$ cat src/sv/epws_pkg.sv
// shared types, constants and helpers for the e-paper pixel waveform sweep
// no dependencies; imported by every module of the block
package epws_pkg;

  // waveform table geometry: address is {phase[5:0], next, previous}
  localparam int TABLE_AW    = 16;
  localparam int TABLE_DEPTH = 1 << TABLE_AW;

  // queue between front and back
  localparam int QUEUE_DEPTH_DEF = 4;

  // configuration port geometry (64-bit registers at 8-byte spacing)
  localparam int CFG_AW = 5;
  localparam int CFG_DW = 64;

  localparam logic [7:0] IDLE_PHASE = 8'hFF;
  localparam logic [2:0] DRIVE_MASK = 3'h7;

  // input action codes
  localparam logic ACT_LOAD  = 1'b0;
  localparam logic ACT_PIXEL = 1'b1;

  // configuration register indexes
  typedef enum logic [1:0] {
    REG_FRAME_SPAN  = 2'd0,
    REG_DC_CAP      = 2'd1,
    REG_DC_ZERO     = 2'd2,
    REG_PULSE_BYTES = 2'd3
  } epws_reg_t;

  // item class decided by the front
  typedef enum logic [1:0] {
    KIND_LOAD   = 2'd0,
    KIND_IDLE   = 2'd1,
    KIND_ACTIVE = 2'd2
  } epws_kind_t;

  typedef struct packed {
    logic [6:0]  frame_span;
    logic [6:0]  dc_cap;
    logic        dc_zero_at_end;
    logic [63:0] pulse_bytes;
  } epws_cfg_t;

  typedef struct packed {
    epws_kind_t         kind;
    logic [11:0]        pixel_x;
    logic [7:0]         frame_index;
    logic [4:0]         prev_level;
    logic [4:0]         next_level;
    logic [4:0]         final_level;
    logic signed [7:0]  dc_balance;
    logic               prev_estimated;
    logic               segment_start;
  } epws_item_t;

  typedef struct packed {
    epws_item_t  item;
    logic [7:0]  code;
  } epws_entry_t;

  typedef struct packed {
    logic               op_valid;
    logic [11:0]        op_x;
    logic [7:0]         op_code;
    logic [7:0]         new_frame_index;
    logic [4:0]         new_prev_level;
    logic [4:0]         new_next_level;
    logic signed [7:0]  new_dc;
    logic               new_prev_estimated;
    logic signed [31:0] impulse_total;
    logic [15:0]        saturation_count;
    logic [15:0]        completed_count;
    logic               any_drove;
  } epws_result_t;

  // 16-bit counter that sticks at its maximum
  function automatic logic [15:0] sat_inc16(input logic [15:0] v);
    return (v == 16'hFFFF) ? v : v + 16'd1;
  endfunction

endpackage

$ cat src/sv/epws_fifo.sv
// small queue decoupling the front from the back
// depends on epws_pkg for the entry type
module epws_fifo
  import epws_pkg::*;
#(
  parameter int DEPTH = QUEUE_DEPTH_DEF
) (
  input  logic        clk,
  input  logic        rst,
  input  logic        push,
  input  epws_entry_t push_entry,
  input  logic        pop,
  output logic        full,
  output logic        not_empty,
  output epws_entry_t head
);

  localparam int PW = (DEPTH > 1) ? $clog2(DEPTH) : 1;
  localparam int CW = $clog2(DEPTH + 1);

  epws_entry_t   slots [DEPTH];
  logic [PW-1:0] wr_ptr;
  logic [PW-1:0] rd_ptr;
  logic [CW-1:0] count;

  assign full      = (count == CW'(DEPTH));
  assign not_empty = (count != '0);
  assign head      = slots[rd_ptr];

  // storage
  always_ff @(posedge clk) begin
    if (push) begin
      slots[wr_ptr] <= push_entry;
    end
  end

  // pointers and fill count
  always_ff @(posedge clk) begin
    if (rst) begin
      wr_ptr <= '0;
      rd_ptr <= '0;
      count  <= '0;
    end else begin
      if (push) begin
        wr_ptr <= (wr_ptr == PW'(DEPTH - 1)) ? '0 : wr_ptr + 1'b1;
      end
      if (pop) begin
        rd_ptr <= (rd_ptr == PW'(DEPTH - 1)) ? '0 : rd_ptr + 1'b1;
      end
      if (push && !pop) begin
        count <= count + 1'b1;
      end else if (pop && !push) begin
        count <= count - 1'b1;
      end
    end
  end

  // no overrun or underrun, count tracks a lone push
  a_no_overrun: assert property (@(posedge clk) disable iff (rst) push |-> !full)
    else $error("queue written while full");
  a_no_underrun: assert property (@(posedge clk) disable iff (rst) pop |-> not_empty)
    else $error("queue read while empty");
  a_count_up: assert property (@(posedge clk) disable iff (rst)
    (push && !pop) |=> count == $past(count) + 1'b1)
    else $error("queue count did not follow a push");

endmodule

$ cat config.mk
export PLATFORM = sky130hd
export DESIGN_NAME = epws_fifo
export DESIGN_NICKNAME = d
export VERILOG_FILES = /design/src/sv/epws_pkg.sv /design/src/sv/epws_fifo.sv
export SDC_FILE = /design/constraint.sdc
export NUM_CORES = 1
export LEC_CHECK = 0
export BUFFER_PORTS_ARGS = -buffer_cell sky130_fd_sc_hd__buf_2
export CAP_MARGIN = 20
export CORE_UTILIZATION = 50
export CTS_BUF_LIST = sky130_fd_sc_hd__clkbuf_8
export CTS_CLUSTER_DIAMETER = 200
export CTS_CLUSTER_SIZE = 24
export DETAILED_ROUTE_END_ITERATION = 8
export PLACE_DENSITY = 0.71
export SLEW_MARGIN = 40
export SYNTH_ARGS = -nofsm -noshare
export SYNTH_HDL_FRONTEND = slang
export SYNTH_SLANG_ARGS = --single-unit
$ cat constraint.sdc
create_clock -name clk -period 5.7 [get_ports clk]
set_clock_uncertainty 0.1 [all_clocks]
set_input_delay 0.855 -clock clk [delete_from_list [all_inputs] [get_ports clk]]
set_output_delay 0.855 -clock clk [all_outputs]
set_load 0.03 [all_outputs]
==> results of run 1 <==
through the flow:
stage	power, mW	hold WS, ps	worst slack (ps)
3_3_place_gp	2.37	374	2530
4_1_cts	3.05	442	2000
6_report	3.02	450	2130
5_1_grt	3.13	440	1880
3_5_place_dp	2.38	418	2550
2_1_floorplan	2.26	355	3020
flip-flops by register name (all words and copies together), names as in the netlist, named ones only:
signal / count
slots: 220
rd_ptr: 2
wr_ptr: 2
count: 3
layout make-up:
cell class	instances	area [um2]
Timing Repair Buffer	121	621
Fill cell	1253	7090
Clock buffer	13	179
Inverter	4	15.0
Tap cell	220	275
Multi-Input combinational cell	86	1510
Clock inverter	8	42.5
Sequential cell	229	6790
power groups by stage:
| stage | registers (mW) | clock network [mW] | logic (mW) |
|---|---|---|---|
| 3_5_place_dp | 2.00 | 0 | 0.385 |
| 6_report | 1.96 | 0.685 | 0.378 |
| 3_3_place_gp | 1.99 | 0 | 0.377 |
| 5_1_grt | 1.97 | 0.763 | 0.403 |
| 4_1_cts | 1.96 | 0.706 | 0.386 |
| 2_1_floorplan | 1.98 | 0 | 0.283 |
final timing paths:
| path | start | endpoint |
|---|---|---|
| setup / recovery | register | head[35] |
| hold / removal | rd_ptr[1] | register |
| setup reg to reg | wr_ptr[0] | slots[2][7] |
| hold reg to reg | rd_ptr[1] | register |
critical path, cell delays in order, from the launching register on:
cell,delay (ps)
dfxtp_4,760
buf_4,540
mux4_1,610
buf_2,190
cells by family after synthesis:
kind of cell	after synthesis
buf+inv	16
fa+ha+maj	7
compound gates	3
simple gates	15
flops	229
xor+xnor	2
mux	59
synthesized netlist by cell type:
master,instances
fa_1,1
mux4_1,5
or3_1,2
and2_1,4
ha_1,6
nor2_1,7
xor2_1,2
inv_1,4
buf_12,5
clkbuf_2,1
nor3b_1,2
o21ai_0,1
dfxtp_1,9
mux2i_1,4
a21oi_1,2
edfxtp_1,220
buf_6,1
mux4_2,50
buf_2,5
routing by layer:
metal  track usage  vias up  part of all wire
met2         0.276       86              0.50
li1              -     1639                 -
met4        0.0329        2             0.014
met5             0        -           0.00079
met3        0.0388       17             0.059
met1         0.216     1934              0.43
==> impl_metrics.yaml, run 1 <==
detailed_routing:
  final_antenna_net_count: 0
  drt-total-wl_um: 14000
  detail_route.first_pass.iterations: 4
  initial_drc_count: 227
  remaining_drc_errors: 0
  dr_total_vias: 3678
  wire_per_inst_um: 20.5
  viasPerCell: 5.40
synth:
  yosys-mux-area-fraction: 0.154
  post_synth.cell_area_avg_um2: 25.5
  syn-instance-count: 331
  mappedNetlistArea_mm2: 0.00845
  yosys_warnings: 0
  synthXorXnorAreaFrac: 0.00207
  combinational_family_with_the_most_area_after_synthesis: "multiplexers"
  post_synth_fa_ha_maj_area_fraction: 0.0113
  synth_simple_gate_area_share: 0.00933
  synth_top_area_frac: 0.782
  post_synth_main_area_contributors: "edfxtp_1, mux4_2, dfxtp_1, mux4_1, buf_12"
  ys_ff_latch: 229
  synth_cell_types: 19
  ys_seq_area_frac: 0.803
  syn-num-nets: 397
  synth_top_cell_by_area: "edfxtp_1"
  synth-compound-area-share: 0.00178
layout:
  num_antenna_cells: 0
  post-route-cell-area_mm2: 0.00943
  nets: 521
  commonest_non_fill_non_tap_cell_in_the_layout: "edfxtp_1"
  final_cells: 681
  layout_common_cells: "edfxtp_1, buf_2, mux4_2"
  post_route_cells_drive_above_1_share: 0.414
  final_util: 0.571
  area_growth_pct: 11.7
floorplanning:
  overall_die_area_mm2: 0.0174
  initial_utilization: 0.511
  top_level_ports: 116
  die_h_um: 132
  rows: 47
  dieWidth_um: 132
  fp.coreArea_mm2: 0.0165
pwr:
  netSwitchingFraction: 0.244
  total_internal_power_mw: 2.29
  power.ir.vdd_worst_mv: 0.147
  sequential_cell_fraction_of_total_power: 0.648
  clk_network_pwr_share: 0.227
  comb_power_share: 0.125
  power.net_switching_uw: 736
  cellLeakagePower_nw: 3.18
  cellPowerDensity_mw_per_mm2: 320
cts:
  cts_inserted_buffers: 13
  cts_tree: "yes"
  cts.root.buffer_cell: "clkbuf_8"
  hold_buffers: 0
  clkSinkCount: 229
  worst_setup_hold_path_clk_slew_ps: 130
  clock_insertion_delay_worst_skew_ps: 490
  post_cts_resized: 0
  postCtsSetupBuffers: 0
  htree_num_levels: 1
  clock_path_buffers: 3
sta:
  finalMaxSlewViolations: 0
  fin_crit_ps: 3570
  finalCritPeriodShare: 0.625
  max_clock_freq_ghz: 0.281
  rsz0062_at_grt: "false"
  tightest_slew_ps: 716
  timing.slew.headroom: 0.523
  fin_setup_tns_ps: 0
  finalSetupViolCount: 0
  timing_hold_violations_final: 0
place:
  place.detailed.instances: 660
  io_buffers: 115
  globalplace.congestion: 0.666
  hpwlAfterDp_um: 8580
  dpl_cell_area_mm2: 0.00921
min_path:
  holdCritPathClass: "reg -> reg"
  worst_hold_path.num_cells: 2
global_routing:
  antenna_found_initial: 1
  globalRouteTotalUtil: 0.162
  grt_overflow: 0
  first_global_vias: 3927
  wire_length_of_the_first_global_routing_pass_um: 21500
  largest_net_degree_at_the_start_of_global_routing: 39
run:
  cap_viol_max_count: 0
setup_path:
  worstSetupEndpointType: "output port"
  timing.reg2reg.worst_path_depth: 4
  kind_of_critical_path: "reg -> out"
  worst_ep_required_time_ps: 4740
  worstSetupStartpointType: "register"
  worst_ep_arrival_time_ps: 2610
  worst-path-max-fanout: 31
  timing.reg2reg.setup_slack_ps: 3520
status:
  outcome: "complete, no violations"
Power figures use the tool's default switching activity.
==> run 2, diff against run 1 <==
--- a/config.mk
+++ b/config.mk
@@ -5,6 +5,7 @@
 export SDC_FILE = /design/constraint.sdc
 export NUM_CORES = 1
 export LEC_CHECK = 0
+export ABC_AREA = 1
 export BUFFER_PORTS_ARGS = -buffer_cell sky130_fd_sc_hd__buf_2
 export CAP_MARGIN = 20
 export CORE_UTILIZATION = 50
==> constraint.sdc (replaced) <==
create_clock -name clk -period 3.4 [get_ports clk]
set_clock_uncertainty 0.1 [all_clocks]
set_input_delay 0.51 -clock clk [delete_from_list [all_inputs] [get_ports clk]]
set_output_delay 0.51 -clock clk [all_outputs]
set_load 0.03 [all_outputs]
==> run 2 against run 1 <==
Net effect:
- die area is 2.1% higher
- largest cell class unchanged
- first-iteration DRC count rose by 66%
- sequential share of layout area down 0.92 points
- design area is 1.3% higher
- final cell count rose by 36%
- sequential power grew 66%
- non-clock buffer count grew 8
- clock power up 68%
==> impl_metrics.yaml, run 2 <==
synth:
  ys_ff_latch: 229
  synth_most_common_cell: "edfxtp_1"
  ys_top_cells_by_count: "edfxtp_1, nor2_1, o21ai_0"
  post_synth_main_area_contributors: "edfxtp_1, nor2_1, o22ai_1, o21ai_0, o21ai_1"
  synth_enable_flop_cells: 220
  post_synth.cell_area_avg_um2: 14.6
  synth_top_cell_by_area: "edfxtp_1"
  syn-num-nets: 658
  yosys_warnings: 0
  ys_seq_area_frac: 0.786
  synth-async-reset-ratio: 0
  dominantRegCellSynth: "edfxtp_1"
  syn-instance-count: 592
  synth_cell_types: 22
  mappedNetlistArea_mm2: 0.00863
  synth_top_area_frac: 0.765
global_routing:
  wire_length_of_the_first_global_routing_pass_um: 26600
  globalRouteTotalUtil: 0.195
  antenna_found_initial: 2
  grt_overflow: 0
  largest_net_degree_at_the_start_of_global_routing: 71
  first_global_vias: 5126
setup_path:
  worst_ep_arrival_time_ps: 2510
  worst-path-max-fanout: 66
  worstSetupEndpointType: "output port"
  kind_of_critical_path: "reg -> out"
  critical_path_buf_inv_count: 2
  worstSetupStartpointType: "register"
  worstPathCellList: "buf_4, o21ai_0, o22ai_1, buf_2"
  worst_ep_required_time_ps: 2790
  crit_slowest_cell: "dfxtp_4"
  critPathMaxStageDelay_ps: 670
  path_delay_family: "buffers and inverters"
pwr:
  cellPowerDensity_mw_per_mm2: 540
  power.ir.vdd_worst_mv: 0.456
  cellLeakagePower_nw: 3.36
place:
  globalplace.congestion: 0.741
  io_buffers: 115
  hpwlAfterDp_um: 9910
  dpl_cell_area_mm2: 0.00935
sta:
  timing_hold_violations_final: 0
  tightest_slew_ps: 737
  finalSetupViolCount: 0
  fin_crit_ps: 3120
  finalCritPeriodShare: 0.918
  timing.slew.headroom: 0.509
  rsz0062_at_grt: "false"
  max_clock_freq_ghz: 0.320
  finalMaxSlewViolations: 0
  fin_setup_tns_ps: 0
cts:
  worst_setup_hold_path_clk_slew_ps: 140
  cts.root.buffer_cell: "clkbuf_8"
  clock_path_buffers: 3
  post_cts_resized: 0
  postCtsSetupBuffers: 0
  clock_insertion_delay_worst_skew_ps: 490
  clkSinkCount: 229
  cts_inserted_buffers: 13
  hold_buffers: 0
  htree_num_levels: 1
  cts_tree: "yes"
layout:
  num_antenna_cells: 0
  max_flop_register: "slots"
  reg_top3: "slots (220), count (3)"
  flip_flop_count_of_the_largest_register_all_copies_and_words_added: 220
  post_route_cells_drive_above_1_share: 0.215
  post-route-cell-area_mm2: 0.00956
  area_growth_pct: 10.7
  layout_common_cells: "edfxtp_1, nor2_1, buf_2"
  commonest_non_fill_non_tap_cell_in_the_layout: "edfxtp_1"
  nets: 767
run:
  cap_viol_max_count: 0
detailed_routing:
  viasPerCell: 5.58
  wire_per_inst_um: 18.7
  detail_route.first_pass.iterations: 5
  initial_drc_count: 377
  remaining_drc_errors: 0
  final_antenna_net_count: 0
  drt-total-wl_um: 17300
  dr_total_vias: 5152
floorplanning:
  rows: 47
  die_h_um: 133
  top_level_ports: 116
  fp.coreArea_mm2: 0.0167
  dieWidth_um: 133
  initial_utilization: 0.517
  overall_die_area_mm2: 0.0178
status:
  outcome: "complete, no violations"
min_path:
  holdCritPathClass: "in -> reg"
-- run 2: cell count changes in the layout (fill, tap and decap cells not counted), sizes merged, moves of 2 or more --
cell,previous run,this run
o21ai,1,113
or3,2,0
nor3,0,3
mux2i,4,0
buf,121,129
mux4,55,0
nor2,7,119
nand2,0,9
nor3b,2,0
inv,11,19
and2,4,0
o22ai,0,55
-- run 2: cells by family after synthesis --
| group | synth area share |
|---|---|
| fa+ha+maj | 0.0110 |
| xor+xnor | 0.00101 |
| flops | 0.786 |
| buf+inv | 0.0358 |
| simple gates | 0.0587 |
| compound gates | 0.107 |
-- run 2: cell type report --
class	count	area (um2)
clock buffers	13	179
inverters	16	62.6
clock inverters	4	27.5
multi-input cells	312	1540
fillers	1353	7150
flip-flops and latches	229	6790
repair buffers	129	684
well taps	220	275
-- run 2: power breakdown --
part | internal [mW] | switching (mW) | leakage (nW)
sequential | 3.22 | 0.0441 | 2.10
clock | 0.367 | 0.787 | 0.116
combinational | 0.204 | 0.545 | 1.15
total | 3.79 | 1.38 | 3.36
-- run 2: layer usage --
layer	global-route usage	vias up	share of wire
met3	0.0403	27	0.067
met5	0	-	0.00046
met1	0.258	2543	0.43
met4	0.0537	2	0.018
met2	0.328	166	0.49
li1	-	2414	-
-- run 2: through the flow --
stage,hold slack [ps],power (mW),utilization,setup slack [ps],std cells
6_report,117,5.16,0.572,280,923
5_1_grt,88.3,5.35,0.572,65.6,923
4_1_cts,94.2,5.21,0.572,216,923
3_5_place_dp,425,4.08,0.560,791,906
3_3_place_gp,405,4.06,0.560,846,906
2_1_floorplan,390,3.83,-,1230,592
-- run 2: worst paths after layout --
kind	start	endpoint	slack, ps	depth (start not counted)
min	push_entry[24]	slots[3][24]	120	1
max	register	head[51]	280	4
max reg2reg	wr_ptr[0]	slots[0][27]	1400	5
min reg2reg	wr_ptr[1]	wr_ptr[1]	440	2
