`config.mk`:
```
export PLATFORM = sky130hd
export DESIGN_NAME = epws_back
export DESIGN_NICKNAME = d
export VERILOG_FILES = /design/src/sv/epws_pkg.sv /design/src/sv/epws_back.sv
export SDC_FILE = /design/constraint.sdc
export NUM_CORES = 1
export LEC_CHECK = 0
export ABC_AREA = 1
export BUFFER_PORTS_ARGS = -buffer_cell sky130_fd_sc_hd__buf_2
export CORE_MARGIN = 2
export CORE_UTILIZATION = 55
export CTS_CLUSTER_DIAMETER = 60
export DETAILED_ROUTE_END_ITERATION = 8
export GPL_TIMING_DRIVEN = 0
export HOLD_SLACK_MARGIN = 0.08
export MAX_ROUTING_LAYER = met4
export PLACE_DENSITY = 0.9
export SYNTH_ARGS = -nofsm -noshare
export SYNTH_HDL_FRONTEND = slang
export SYNTH_SLANG_ARGS = --single-unit
```
`constraint.sdc`:
```
create_clock -name clk -period 5.3 [get_ports clk]
set_input_delay 0.265 -clock clk [delete_from_list [all_inputs] [get_ports clk]]
set_output_delay 0.265 -clock clk [all_outputs]
set_load 0.05 [all_outputs]
```
`src/sv/epws_pkg.sv`:
```
// shared types, constants and helpers for the e-paper pixel waveform sweep
// no dependencies; imported by every module of the block
package epws_pkg;

  // waveform table geometry: address is {phase[5:0], next, previous}
  localparam int TABLE_AW    = 16;
  localparam int TABLE_DEPTH = 1 << TABLE_AW;

  // queue between front and back
  localparam int QUEUE_DEPTH_DEF = 4;

  // configuration port geometry (64-bit registers at 8-byte spacing)
  localparam int CFG_AW = 5;
  localparam int CFG_DW = 64;

  localparam logic [7:0] IDLE_PHASE = 8'hFF;
  localparam logic [2:0] DRIVE_MASK = 3'h7;

  // input action codes
  localparam logic ACT_LOAD  = 1'b0;
  localparam logic ACT_PIXEL = 1'b1;

  // configuration register indexes
  typedef enum logic [1:0] {
    REG_FRAME_SPAN  = 2'd0,
    REG_DC_CAP      = 2'd1,
    REG_DC_ZERO     = 2'd2,
    REG_PULSE_BYTES = 2'd3
  } epws_reg_t;

  // item class decided by the front
  typedef enum logic [1:0] {
    KIND_LOAD   = 2'd0,
    KIND_IDLE   = 2'd1,
    KIND_ACTIVE = 2'd2
  } epws_kind_t;

  typedef struct packed {
    logic [6:0]  frame_span;
    logic [6:0]  dc_cap;
    logic        dc_zero_at_end;
    logic [63:0] pulse_bytes;
  } epws_cfg_t;

  typedef struct packed {
    epws_kind_t         kind;
    logic [11:0]        pixel_x;
    logic [7:0]         frame_index;
    logic [4:0]         prev_level;
    logic [4:0]         next_level;
    logic [4:0]         final_level;
    logic signed [7:0]  dc_balance;
    logic               prev_estimated;
    logic               segment_start;
  } epws_item_t;

  typedef struct packed {
    epws_item_t  item;
    logic [7:0]  code;
  } epws_entry_t;

  typedef struct packed {
    logic               op_valid;
    logic [11:0]        op_x;
    logic [7:0]         op_code;
    logic [7:0]         new_frame_index;
    logic [4:0]         new_prev_level;
    logic [4:0]         new_next_level;
    logic signed [7:0]  new_dc;
    logic               new_prev_estimated;
    logic signed [31:0] impulse_total;
    logic [15:0]        saturation_count;
    logic [15:0]        completed_count;
    logic               any_drove;
  } epws_result_t;

  // 16-bit counter that sticks at its maximum
  function automatic logic [15:0] sat_inc16(input logic [15:0] v);
    return (v == 16'hFFFF) ? v : v + 16'd1;
  endfunction

endpackage

```
`src/sv/epws_back.sv`:
```
// back: applies drive code, dc ledger, phase advance and segment totals
// depends on epws_pkg; reads from epws_fifo and drives the result register
module epws_back
  import epws_pkg::*;
(
  input  logic         clk,
  input  logic         rst,
  input  epws_cfg_t    cfg,
  input  logic         q_not_empty,
  input  epws_entry_t  q_head,
  output logic         q_pop,
  output logic         out_valid,
  input  logic         out_stall,
  output epws_result_t res
);

  logic signed [31:0] impulse_sum;
  logic [15:0]        clamp_count;
  logic [15:0]        done_count;
  logic               drove_flag;

  logic signed [31:0] impulse_sum_next;
  logic [15:0]        clamp_count_next;
  logic [15:0]        done_count_next;
  logic               drove_flag_next;
  epws_result_t       res_next;

  epws_item_t         it;
  logic [2:0]         low;
  logic signed [7:0]  imp;
  logic signed [8:0]  dc_sum;
  logic signed [8:0]  cap9;
  logic signed [7:0]  dc_charged;
  logic               clamped;
  logic [7:0]         phase_inc;
  logic               wave_end;
  logic               retarget;
  logic signed [7:0]  dc_final;
  logic signed [31:0] sum_base;
  logic [15:0]        clamp_base;
  logic [15:0]        done_base;
  logic               drove_base;

  // take the queue head when the result register is free or draining
  assign q_pop = q_not_empty && (!out_valid || !out_stall);
  assign it    = q_head.item;

  // impulse select and dc charge with symmetric clamp
  always_comb begin
    low        = q_head.code[2:0] & DRIVE_MASK;
    imp        = signed'(cfg.pulse_bytes[{low, 3'b000} +: 8]);
    dc_sum     = 9'(it.dc_balance) + 9'(imp);
    cap9       = signed'({2'b00, cfg.dc_cap});
    clamped    = 1'b0;
    dc_charged = it.dc_balance;
    if (imp != 8'sd0) begin
      if (dc_sum > cap9) begin
        dc_charged = cap9[7:0];
        clamped    = 1'b1;
      end else if (dc_sum < -cap9) begin
        dc_charged = 8'(-cap9);
        clamped    = 1'b1;
      end else begin
        dc_charged = dc_sum[7:0];
      end
    end
  end

  // phase advance and waveform end
  always_comb begin
    phase_inc = it.frame_index + 8'd1;
    wave_end  = (phase_inc >= {1'b0, cfg.frame_span});
    retarget  = (it.final_level != it.next_level);
    dc_final  = (wave_end && cfg.dc_zero_at_end) ? 8'sd0 : dc_charged;
  end

  // segment totals, cleared ahead of a pixel that opens a segment
  always_comb begin
    if (it.kind != KIND_LOAD && it.segment_start) begin
      sum_base   = '0;
      clamp_base = '0;
      done_base  = '0;
      drove_base = 1'b0;
    end else begin
      sum_base   = impulse_sum;
      clamp_base = clamp_count;
      done_base  = done_count;
      drove_base = drove_flag;
    end
  end

  // result and next totals per item class
  always_comb begin
    impulse_sum_next = sum_base;
    clamp_count_next = clamp_base;
    done_count_next  = done_base;
    drove_flag_next  = drove_base;
    res_next         = '0;
    unique case (it.kind)
      KIND_LOAD: begin
      end
      KIND_IDLE: begin
        res_next.new_frame_index    = it.frame_index;
        res_next.new_prev_level     = it.prev_level;
        res_next.new_next_level     = it.next_level;
        res_next.new_dc             = it.dc_balance;
        res_next.new_prev_estimated = it.prev_estimated;
      end
      KIND_ACTIVE: begin
        if (low != 3'd0) begin
          impulse_sum_next = sum_base + 32'(imp);
          drove_flag_next  = 1'b1;
        end
        if (clamped) begin
          clamp_count_next = sat_inc16(clamp_base);
        end
        res_next.op_valid           = 1'b1;
        res_next.op_x               = it.pixel_x;
        res_next.op_code            = q_head.code;
        res_next.new_dc             = dc_final;
        res_next.new_frame_index    = phase_inc;
        res_next.new_prev_level     = it.prev_level;
        res_next.new_next_level     = it.next_level;
        res_next.new_prev_estimated = it.prev_estimated;
        if (wave_end) begin
          res_next.new_prev_level     = it.next_level;
          res_next.new_prev_estimated = 1'b0;
          if (retarget) begin
            res_next.new_next_level  = it.final_level;
            res_next.new_frame_index = 8'd0;
          end else begin
            res_next.new_frame_index = IDLE_PHASE;
            done_count_next          = sat_inc16(done_base);
          end
        end
      end
      default: begin
      end
    endcase
    res_next.impulse_total    = impulse_sum_next;
    res_next.saturation_count = clamp_count_next;
    res_next.completed_count  = done_count_next;
    res_next.any_drove        = drove_flag_next;
  end

  // totals and output valid
  always_ff @(posedge clk) begin
    if (rst) begin
      impulse_sum <= '0;
      clamp_count <= '0;
      done_count  <= '0;
      drove_flag  <= 1'b0;
      out_valid   <= 1'b0;
    end else begin
      if (q_pop) begin
        impulse_sum <= impulse_sum_next;
        clamp_count <= clamp_count_next;
        done_count  <= done_count_next;
        drove_flag  <= drove_flag_next;
        out_valid   <= 1'b1;
      end else if (!out_stall) begin
        out_valid <= 1'b0;
      end
    end
  end

  // result register
  always_ff @(posedge clk) begin
    if (q_pop) begin
      res <= res_next;
    end
  end

  // an op leaves a pixel in a valid phase, no op means empty op fields,
  // a driving code always shows in the segment flag
  a_phase_range: assert property (@(posedge clk) disable iff (rst)
    (out_valid && res.op_valid) |->
      (res.new_frame_index < 8'd128 || res.new_frame_index == IDLE_PHASE))
    else $error("active pixel left in an impossible phase");
  a_no_op_empty: assert property (@(posedge clk) disable iff (rst)
    (out_valid && !res.op_valid) |-> (res.op_code == 8'd0 && res.op_x == 12'd0))
    else $error("op fields set without an op");
  a_drive_flag: assert property (@(posedge clk) disable iff (rst)
    (out_valid && res.op_valid && res.op_code[2:0] != 3'd0) |-> res.any_drove)
    else $error("driving op not reflected in segment flag");

endmodule

```
==> impl_metrics.ini, run 1 <==
[timing]
finalHoldViolCount = 0
setup_viol = 0
tightest_slew_ps = 998
rsz0062_at_grt = no
relSlewSlack_pct = 33.5
period_share_pct = 83.6
maxSlewViolCount = 0
fmax_mhz = 226
tns_ps = 0
holdWs_ps = 83.5
post-route-min-period_ps = 4430
finClkSkew_ps = 11.4

[clocking]
ctsHtreeMaxLevel = 4
clock_path_buffers = 2
cts.sinks = 179
cts_setup_buffers = 0
numCtsBuffers = 17
ctsResizeCount = 0
clk_latency_ps = 450
cts.hold.buffers_added = 8
cts_tree = built
root_buffer = clkbuf_16
clk_pin_slew_worst_paths_ps = 80

[die]
io_pins = 253
row_count = 55
die_w_um = 156
start_util_pct = 56.1
coreArea_um2 = 22600
dieArea_um2 = 24300
die_y_um = 156

[pwr]
internal_power_uw = 2710
power.share.clock_pct = 29.9
p_leak_uw = 0.00758
switching_share_pct = 37.7
p_per_area_nw_per_um2 = 289
p_comb_share_pct = 32.3
peakVddDrop_mv = 0.213
power_frac_seq_pct = 37.8
finalPower_uw = 4350
p_switching_uw = 1640

[worst_setup_path]
cpPeakStageDelay_ps = 580
crit_type = in -> reg
critPathCaptureType = register
rr_worst_depth = 15
crit_end = res[64]$_DFFE_PP_
ff2ff_setup_slack_ps = 2340
critPathSlowestCell = buf_1
r2r-start = impulse_sum[0]$_SDFFE_PP0P_
worstPathRequired_ps = 5490
startpoint_type = input pin
cp_max_fo = 10
cp.arrival_ps = 4620
worst_path_most_repeated_cell = nand2_1
crit_path_start = q_head[53]
rr_endpoint = impulse_sum[30]$_SDFFE_PP0P_

[drt]
post_drt_via_cell_ratio = 5.53
post_drt_wl_per_cell_um = 16.3
wirelength_um = 38300
drc = 0
vias = 13000
final_antenna_net_count = 0
drt_iter0_markers = 1118
dr.pass1.iters = 6

[logic_synthesis]
synth_most_common_cell = nand2_1
syn_inst = 1783
syn-cell-area_um2 = 12700
ys_async_sr_fraction_pct = 0
synthesis.nets = 1989
synth_top_area_share_pct = 26.7
synthTopCellsByArea = edfxtp_1 27%, nand2_1 13%, dfxtp_1 10%, inv_1 8.2%, ha_1 6.5%
synthFlopType = edfxtp_1
synth_area_per_cell_um2 = 7.13
synth_cell_types = 49
ys_top_cells_by_count = 426 x nand2_1, 276 x inv_1, 176 x nor2_1, 145 x a21oi_1, 115 x o21ai_0
synth-seq-cells = 179
yosysTopAreaCell = edfxtp_1
synth_edf_count = 113
ys_seq_area_share_pct = 37.1
yosysWarnings = 0

[global_routing]
antenna_found_initial = 0
grt_max_degree = 124
grtUsageTotal_pct = 32.2
grt_pass1_wl_um = 60300
overflow = 0
grt_pass1_vias = 12400

[min_path]
hold_class = in -> reg

[final_layout]
fin_nets = 2266
antenna_cells = 0
area_growth_pct = 18.2
drive_gt1_share_pct = 18.2
post-route-util_pct = 66.3

[placement]
gp_congestion = 0.969
hpwl_um = 29200
portBuffers = 249

[run]
maxCapViolCount = 0

[run_status]
run_status = completed
==> through the flow <==
stage	std cells	worst slack, ps	area, um^2
floorplan	1783	1140	12700
global placement	2317	93.1	14300
detailed placement	2318	559	14300
CTS	2358	1000	15000
global route	2358	663	15000
finish	2358	872	15000
==> registers in the layout (all words and copies together), names as in the netlist <==
register / cells
clamp_count: 16
done_count: 16
drove_flag: 1
impulse_sum: 32
out_valid: 1
res: 113
==> worst max-delay path, delay by kind of cell <==
| kind | cells | cell delay, ps |
|---|---|---|
| buffers and inverters | 9 | 1700 |
| AND/OR/NAND/NOR | 13 | 1550 |
| adder cells (fa/ha/maj) | 2 | 620 |
| AO/OA/AOI/OAI | 1 | 480 |
==> cell families (layout without fill, tap and decap cells) <==
| kind of cell | Yosys count | in the layout | synth area share, % |
|---|---|---|---|
| AOI/OAI and AO/OA | 347 | 347 | 14.9 |
| xor gates and xnor gates | 41 | 41 | 2.83 |
| adders and majority gates | 68 | 68 | 6.81 |
| buffers and inverters | 350 | 640 | 11.2 |
| DFF | 179 | 179 | 37.1 |
| and+or+nand+nor | 798 | 798 | 27.1 |
==> power groups by stage <==
stage | sequential [uW] | clock (uW) | combinational [uW]
finish | 1640 | 1300 | 1410
global route | 1650 | 1370 | 1540
CTS | 1640 | 1310 | 1390
detailed placement | 1670 | 0 | 1380
global placement | 1670 | 0 | 1350
floorplan | 1910 | 0 | 772
==> how the worst min path moves through the flow <==
stage	startpoint	endpoint	slack (ps)	cells past startpoint
after global routing	q_head[43]	res[102]$_SDFFCE_PN0P_	80	3
after CTS	q_head[43]	res[102]$_SDFFCE_PN0P_	80	3
after floorplan	out_stall	out_valid$_SDFFE_PP0P_	440	2
after global placement	out_valid$_SDFFE_PP0P_	out_valid$_SDFFE_PP0P_	470	2
final	q_head[43]	res[102]$_SDFFCE_PN0P_	80	3
after detailed placement	out_valid$_SDFFE_PP0P_	out_valid$_SDFFE_PP0P_	480	2
==> placed cells by master, fill, tap and decap left out, drive strengths merged <==
| cell | Yosys | routed |
|---|---|---|
| or2 | 8 | 8 |
| edfxtp | 113 | 113 |
| nand4 | 29 | 29 |
| clkinv | 2 | 4 |
| and3 | 1 | 1 |
| dfxtp | 66 | 66 |
| bufinv | 0 | 1 |
| clkbuf | 37 | 55 |
| buf | 27 | 277 |
| a21boi | 3 | 3 |
| nor4 | 4 | 4 |
| xor2 | 30 | 30 |
| ha | 66 | 66 |
| o21bai | 13 | 13 |
| dlygate4sd3 | 0 | 8 |
| inv | 284 | 293 |
| clkinvlp | 0 | 2 |
| o21a | 2 | 2 |
| nand2 | 431 | 431 |
| a21o | 4 | 4 |
| xnor2 | 11 | 11 |
| a21oi | 149 | 149 |
| a31oi | 1 | 1 |
| nor3 | 19 | 19 |
| o211ai | 3 | 3 |
| nor2 | 189 | 189 |
| o21ai | 159 | 159 |
| o22ai | 13 | 13 |
| fa | 2 | 2 |
| nor3b | 1 | 1 |
| nand3 | 112 | 112 |
| nand3b | 4 | 4 |
==> per-layer routing <==
layer,vias up,GRT usage [%],routed length (um)
li1,6378,-,-
met1,5931,39.1,15900
met2,603,52.8,18000
met3,120,4.28,2750
met4,0,16.1,1640
met5,-,-,0
==> area by class of cell <==
cell class / instances / area [um^2]
clock inverters: 14 / 161
fillers: 1989 / 7620
flip-flops and latches: 179 / 4710
well taps: 285 / 357
clock buffers: 18 / 439
multi-input cells: 1254 / 6570
plain buffers: 64 / 358
inverters: 286 / 1080
repair buffers: 258 / 1340
(Power assumes the default switching activity.)
==> inputs of run 2 (changes only) <==
Settings changed: CORE_UTILIZATION 55 to 51, PLACE_DENSITY 0.9 to 0.88.
Clock period 5.3 ns to 3.82 ns, I/O delays scaled along.
==> run 2 against run 1 <==
  * Clock skew grew 1.6 ps
  * Combinational power increased by 52%
  * Critical path type unchanged
  * Largest cell class unchanged
  * Global-route usage decreased by 1.0 points
  * Routed wire length grew 6.9%
  * Cell area increased by 3.5%
  * First-iteration DRC count is 23% higher
  * Via count is 2.8% higher
==> impl_metrics.ini, run 2 (synthesized netlist as in run 1, its figures left out) <==
[final_layout]
largest-register = res
seqCellArea_um2 = 4710
largest_register_ffs = 113
mostFrequentLayoutCell = nand2_1
fillers = 2132
drive_gt1_share_pct = 20.0
final_cell_mix = 421 x nand2_1, 274 x inv_1, 258 x buf_2, 174 x nor2_1, 143 x a21oi_1
multi_input_area_um2 = 6710
fin_nets = 2294
largestRegisters = res x113, impulse_sum x32
antenna_cells = 0
area_growth_pct = 22.3

[timing]
tightest_slew_ps = 850
finalHoldViolCount = 0
post-route-min-period_ps = 3650
holdWs_ps = 117
fmax_mhz = 274
finClkSkew_ps = 13.1
period_share_pct = 95.5
maxSlewViolCount = 0
setup_ws_ps = 170
relSlewSlack_pct = 43.3
setup_viol = 0

[drt]
vias = 13400
drt_iter0_markers = 1371
drc = 0
post_drt_wl_per_cell_um = 16.9
final_antenna_net_count = 0
post_drt_via_cell_ratio = 5.52
wirelength_um = 41000
dr.pass1.iters = 7

[clocking]
clk_latency_ps = 450
cts.sinks = 179
ctsHtreeMaxLevel = 4
clock_path_buffers = 2
root_buffer = clkbuf_16
cts_tree = built
clk_pin_slew_worst_paths_ps = 80
numCtsBuffers = 17

[worst_setup_path]
crit_chain = buf_2 > inv_1 > ha_1 > inv_1 > nand2_2 > inv_2 > buf_6 > buf_6 > buf_2 > buf_4 > nor2_1 > ha_1 > nand2_1 > nor2_1 > nor3b_1 > nand3_1 > nand3_1 > a21o_1 > nand2_1 > nand2_1 > nand2_1 > nand3_1 > nand2_1
crit_type = in -> reg
worst_path_most_repeated_cell = nand2_1
cpPeakStageDelay_ps = 390
critPathCaptureType = register
cp_max_fo = 10
critPathSlowestCell = ha_1
ff2ff_setup_slack_ps = 1010
worstPathRequired_ps = 4010
cp.arrival_ps = 3840
startpoint_type = input pin

[die]
coreArea_um2 = 24400
io_pins = 253
start_util_pct = 52.1
die_y_um = 162
dieArea_um2 = 26200
row_count = 57
die_w_um = 162

[global_routing]
antenna_found_initial = 0
grt_max_degree = 97
grt_pass1_vias = 12800
overflow = 0
grtUsageTotal_pct = 31.2
grt_pass1_wl_um = 63100

[placement]
portBuffers = 249
gp_congestion = 0.955
place_ws_ps = -871
hpwl_um = 30100

[run]
maxCapViolCount = 0

[pwr]
p_per_area_nw_per_um2 = 403
peakVddDrop_mv = 0.274
p_leak_uw = 0.00776

[min_path]
hold_class = in -> reg

[run_status]
run_status = completed
run 2: cell type report:
cell class,count,area share [%]
Tap cell,324,2.61
Buffer,64,2.62
Timing Repair Buffer,285,10.3
Multi-Input combinational cell,1255,43.2
Sequential cell,179,30.3
Clock inverter,15,1.20
Clock buffer,17,2.74
Inverter,286,7.01
run 2: metrics by stage:
step                util, %  cells  setup TNS (ps)  power, uW  area [um^2]
detailed placement     59.1   2357          -45320       4250        14400
global route           63.7   2425           -12.1       6550        15500
floorplan                 -   1783               0       3720        12700
CTS                    62.4   2408               0       6090        15200
finish                 63.7   2425               0       6270        15500
global placement       58.9   2356          -61710       4210        14400
run 2: path summary, 6_finish.rpt:
kind,depth (start not counted),from,end
worst max-delay path,23,q_head[53],res[61]$_DFFE_PP_
worst min-delay path,3,q_head[9],res[65]$_DFFE_PP_
worst max register to register,16,clamp_count[0]$_SDFFE_PP0P_,clamp_count[0]$_SDFFE_PP0P_
worst min register to register,2,out_valid$_SDFFE_PP0P_,out_valid$_SDFFE_PP0P_
run 2: metal layers:
| layer | routed length [um] | track usage (%) | part of all wire, % | vias to the layer above |
|---|---|---|---|---|
| met5 | 0 | - | 0 | - |
| met1 | 15900 | 36.5 | 39 | 6095 |
| li1 | - | - | - | 6434 |
| met3 | 3230 | 4.29 | 7.9 | 160 |
| met4 | 2190 | 16.3 | 5.3 | 0 |
| met2 | 19600 | 52.4 | 48 | 702 |
run 2: worst max-delay path: cells and delay by family:
kind,cells,cell delay [ps]
AOI/OAI and AO/OA,1,180
adders and majority gates,2,590
and+or+nand+nor,12,1530
buffers and inverters,8,1340
run 2: power by group:
part / leakage (uW) / internal, uW / switching, uW
logic: 0.00577 / 689 / 1460
registers: 0.00169 / 2230 / 52.3
clock network: 0.000296 / 944 / 896
run 2: timing repair:
item	CTS	global route
endpoints found under the setup margin	60	63
setup buffers	1	16
hold buffers	18	0
hold endpoints to repair	18	0
gates resized for setup	9	50
pin swaps	1	8
cloned	0	1
==> inputs of run 3 (changes only) <==
Settings changed: GPL_ROUTABILITY_DRIVEN set to 0, RECOVER_POWER set to 100.
==> run 3 against run 2 <==
  * Final cell count shrank 0.49%
  * Critical path depth is the same
  * Total power shrank 2.8%
  * Cell area shrank 2.3%
  * First-iteration DRC count grew 16%
  * Sequential cell count is the same
  * Global-route usage shrank 1.6 points
  * Core utilization shrank 1.5 points
  * Via count grew 0.52%
  * Combinational power shrank 7%
  * Clock-buffer cell count is the same
  * Clock power is essentially flat
==> impl_metrics.ini, run 3 (synthesized netlist as in run 1, its figures left out) <==
[run_status]
run_status = completed

[clocking]
clock_path_buffers = 2
ctsHtreeMaxLevel = 4
cts.sinks = 179
clk_pin_slew_worst_paths_ps = 70
numCtsBuffers = 17
clk_latency_ps = 440
root_buffer = clkbuf_16
cts_tree = built

[die]
dieArea_um2 = 26200
start_util_pct = 52.1
die_w_um = 162
io_pins = 253
die_y_um = 162
coreArea_um2 = 24400
row_count = 57

[worst_setup_path]
worst_path_most_repeated_cell = inv_1
critPathBufInv = 12
path_delay_family = buffers and inverters
critPathSlowestCell = buf_2
startpoint_type = input pin
rr_endpoint = res[1]$_DFFE_PP_
crit_chain = buf_2 > inv_1 > ha_1 > inv_1 > nand2_2 > inv_2 > buf_6 > buf_6 > buf_2 > buf_2 > nor2_1 > ha_1 > nand3_1 > nor2_1 > nand3_1 > inv_1 > a31oi_2 > nand3_1 > inv_1 > buf_6 > nand3_1 > nand2_1 > inv_1
ff2ff_setup_slack_ps = 1010
cp_max_fo = 10
crit_type = in -> reg
r2r-start = done_count[0]$_SDFFE_PP0P_
rr_worst_depth = 13
worstPathRequired_ps = 4020
cp.arrival_ps = 3920
cpPeakStageDelay_ps = 330
critPathCaptureType = register

[drt]
post_drt_wl_per_cell_um = 16.0
wirelength_um = 38600
dr.pass1.iters = 8
drt_iter0_markers = 1586
vias = 13500
drc = 0
final_antenna_net_count = 0
post_drt_via_cell_ratio = 5.58

[timing]
relSlewSlack_pct = 34.9
setup_viol = 0
finalHoldViolCount = 0
tightest_slew_ps = 976
fmax_mhz = 269
post-route-min-period_ps = 3720
finClkSkew_ps = 12.2
maxSlewViolCount = 0
period_share_pct = 97.3
setup_ws_ps = 104

[pwr]
p_per_area_nw_per_um2 = 402
p_leak_uw = 0.00732
power.share.clock_pct = 29.8
internal_power_uw = 3760
peakVddDrop_mv = 0.330
p_switching_uw = 2330
p_comb_share_pct = 32.8
switching_share_pct = 38.3
power_frac_seq_pct = 37.4

[final_layout]
final_cell_mix = 423 x nand2_1, 278 x inv_1, 177 x nor2_1, 151 x clkbuf_1, 143 x a21oi_1
fin_nets = 2282
fin_area_um2 = 15200
largest_register_ffs = 113
fillers = 2135
fin_cells = 2413
post-route-util_pct = 62.2
area_growth_pct = 19.4
largestRegisters = res x113, impulse_sum x32
mostFrequentLayoutCell = nand2_1
drive_gt1_share_pct = 13.3
antenna_cells = 0
largest-register = res

[global_routing]
antenna_found_initial = 0
grt_pass1_wl_um = 60600
grt_pass1_vias = 12800
overflow = 0
grt_max_degree = 124
grtUsageTotal_pct = 29.5

[min_path]
min_to = res[65]$_DFFE_PP_
hold_class = in -> reg
hold_path_depth = 3
min-delay-start = q_head[9]

[placement]
place_ws_ps = -799
hpwl_um = 28300
portBuffers = 249
dp_cells = 2356
place_area_um2 = 14400

[run]
maxCapViolCount = 0
[run 3: worst register-to-register path: stages (launching register included)]
cell,delay [ps]
dfxtp_1,360
inv_1,80
nor2_1,150
ha_1,260
nand3_1,200
nor2_1,270
nand3_1,110
inv_1,140
a31oi_2,140
nand3_1,300
inv_1,150
buf_6,170
o21ai_0,140
nand2_1,100
[run 3: timing repair]
item,in CTS,in global routing
endpoints found under the setup margin,52,59
hold buffers,18,0
hold endpoints to repair,18,0
pin swaps,1,5
buffers inserted,1,6
gates resized for setup,5,33
[run 3: stage by stage]
step / total power [uW] / TNS [ps] / hold slack, ps
finish: 6090 / 0 / 120
global route: 6390 / -100 / 122
CTS: 6050 / 0 / 111
detailed placement: 4230 / -38320 / 455
global placement: 4170 / -46060 / 448
floorplan: 3720 / 0 / 362
[run 3: power groups by stage]
stage          sequential, uW  combinational, uW  clock, uW
6_report                 2280               2000       1820
5_1_grt                  2290               2180       1920
4_1_cts                  2280               1950       1830
3_5_place_dp             2320               1910          0
3_3_place_gp             2320               1850          0
2_1_floorplan            2650               1070          0
[run 3: per-layer routing]
metal  track usage [%]  vias to the layer above  share of wire [%]
met5                 -                        -                  0
met4              17.9                        0                5.9
met3              4.47                      180                8.6
met2              49.7                      795                 47
met1              33.2                     6088                 38
li1                  -                     6398                  -
[run 3: worst max-delay path by stage]
stage / from / endpoint / slack [ps] / cells past startpoint
4_1_cts: q_head[1] / res[67]$_DFFE_PP_ / 4 / 30
3_5_place_dp: q_head[1] / res[67]$_DFFE_PP_ / -800 / 29
2_1_floorplan: q_head[0] / res[66]$_DFFE_PP_ / 70 / 29
3_3_place_gp: q_head[53] / res[48]$_DFFE_PP_ / -720 / 23
5_1_grt: q_head[1] / res[29]$_DFFE_PP_ / -30 / 30
6_report: q_head[53] / res[12]$_DFFE_PP_ / 100 / 23
[run 3: final cells by class]
type	instances	area (um^2)	area share, %
clock buffers	17	425	2.80
well taps	324	405	2.67
plain buffers	64	395	2.61
multi-input cells	1254	6630	43.7
flip-flops and latches	179	4710	31.1
clock inverters	15	185	1.22
repair buffers	274	1340	8.81
inverters	286	1080	7.15
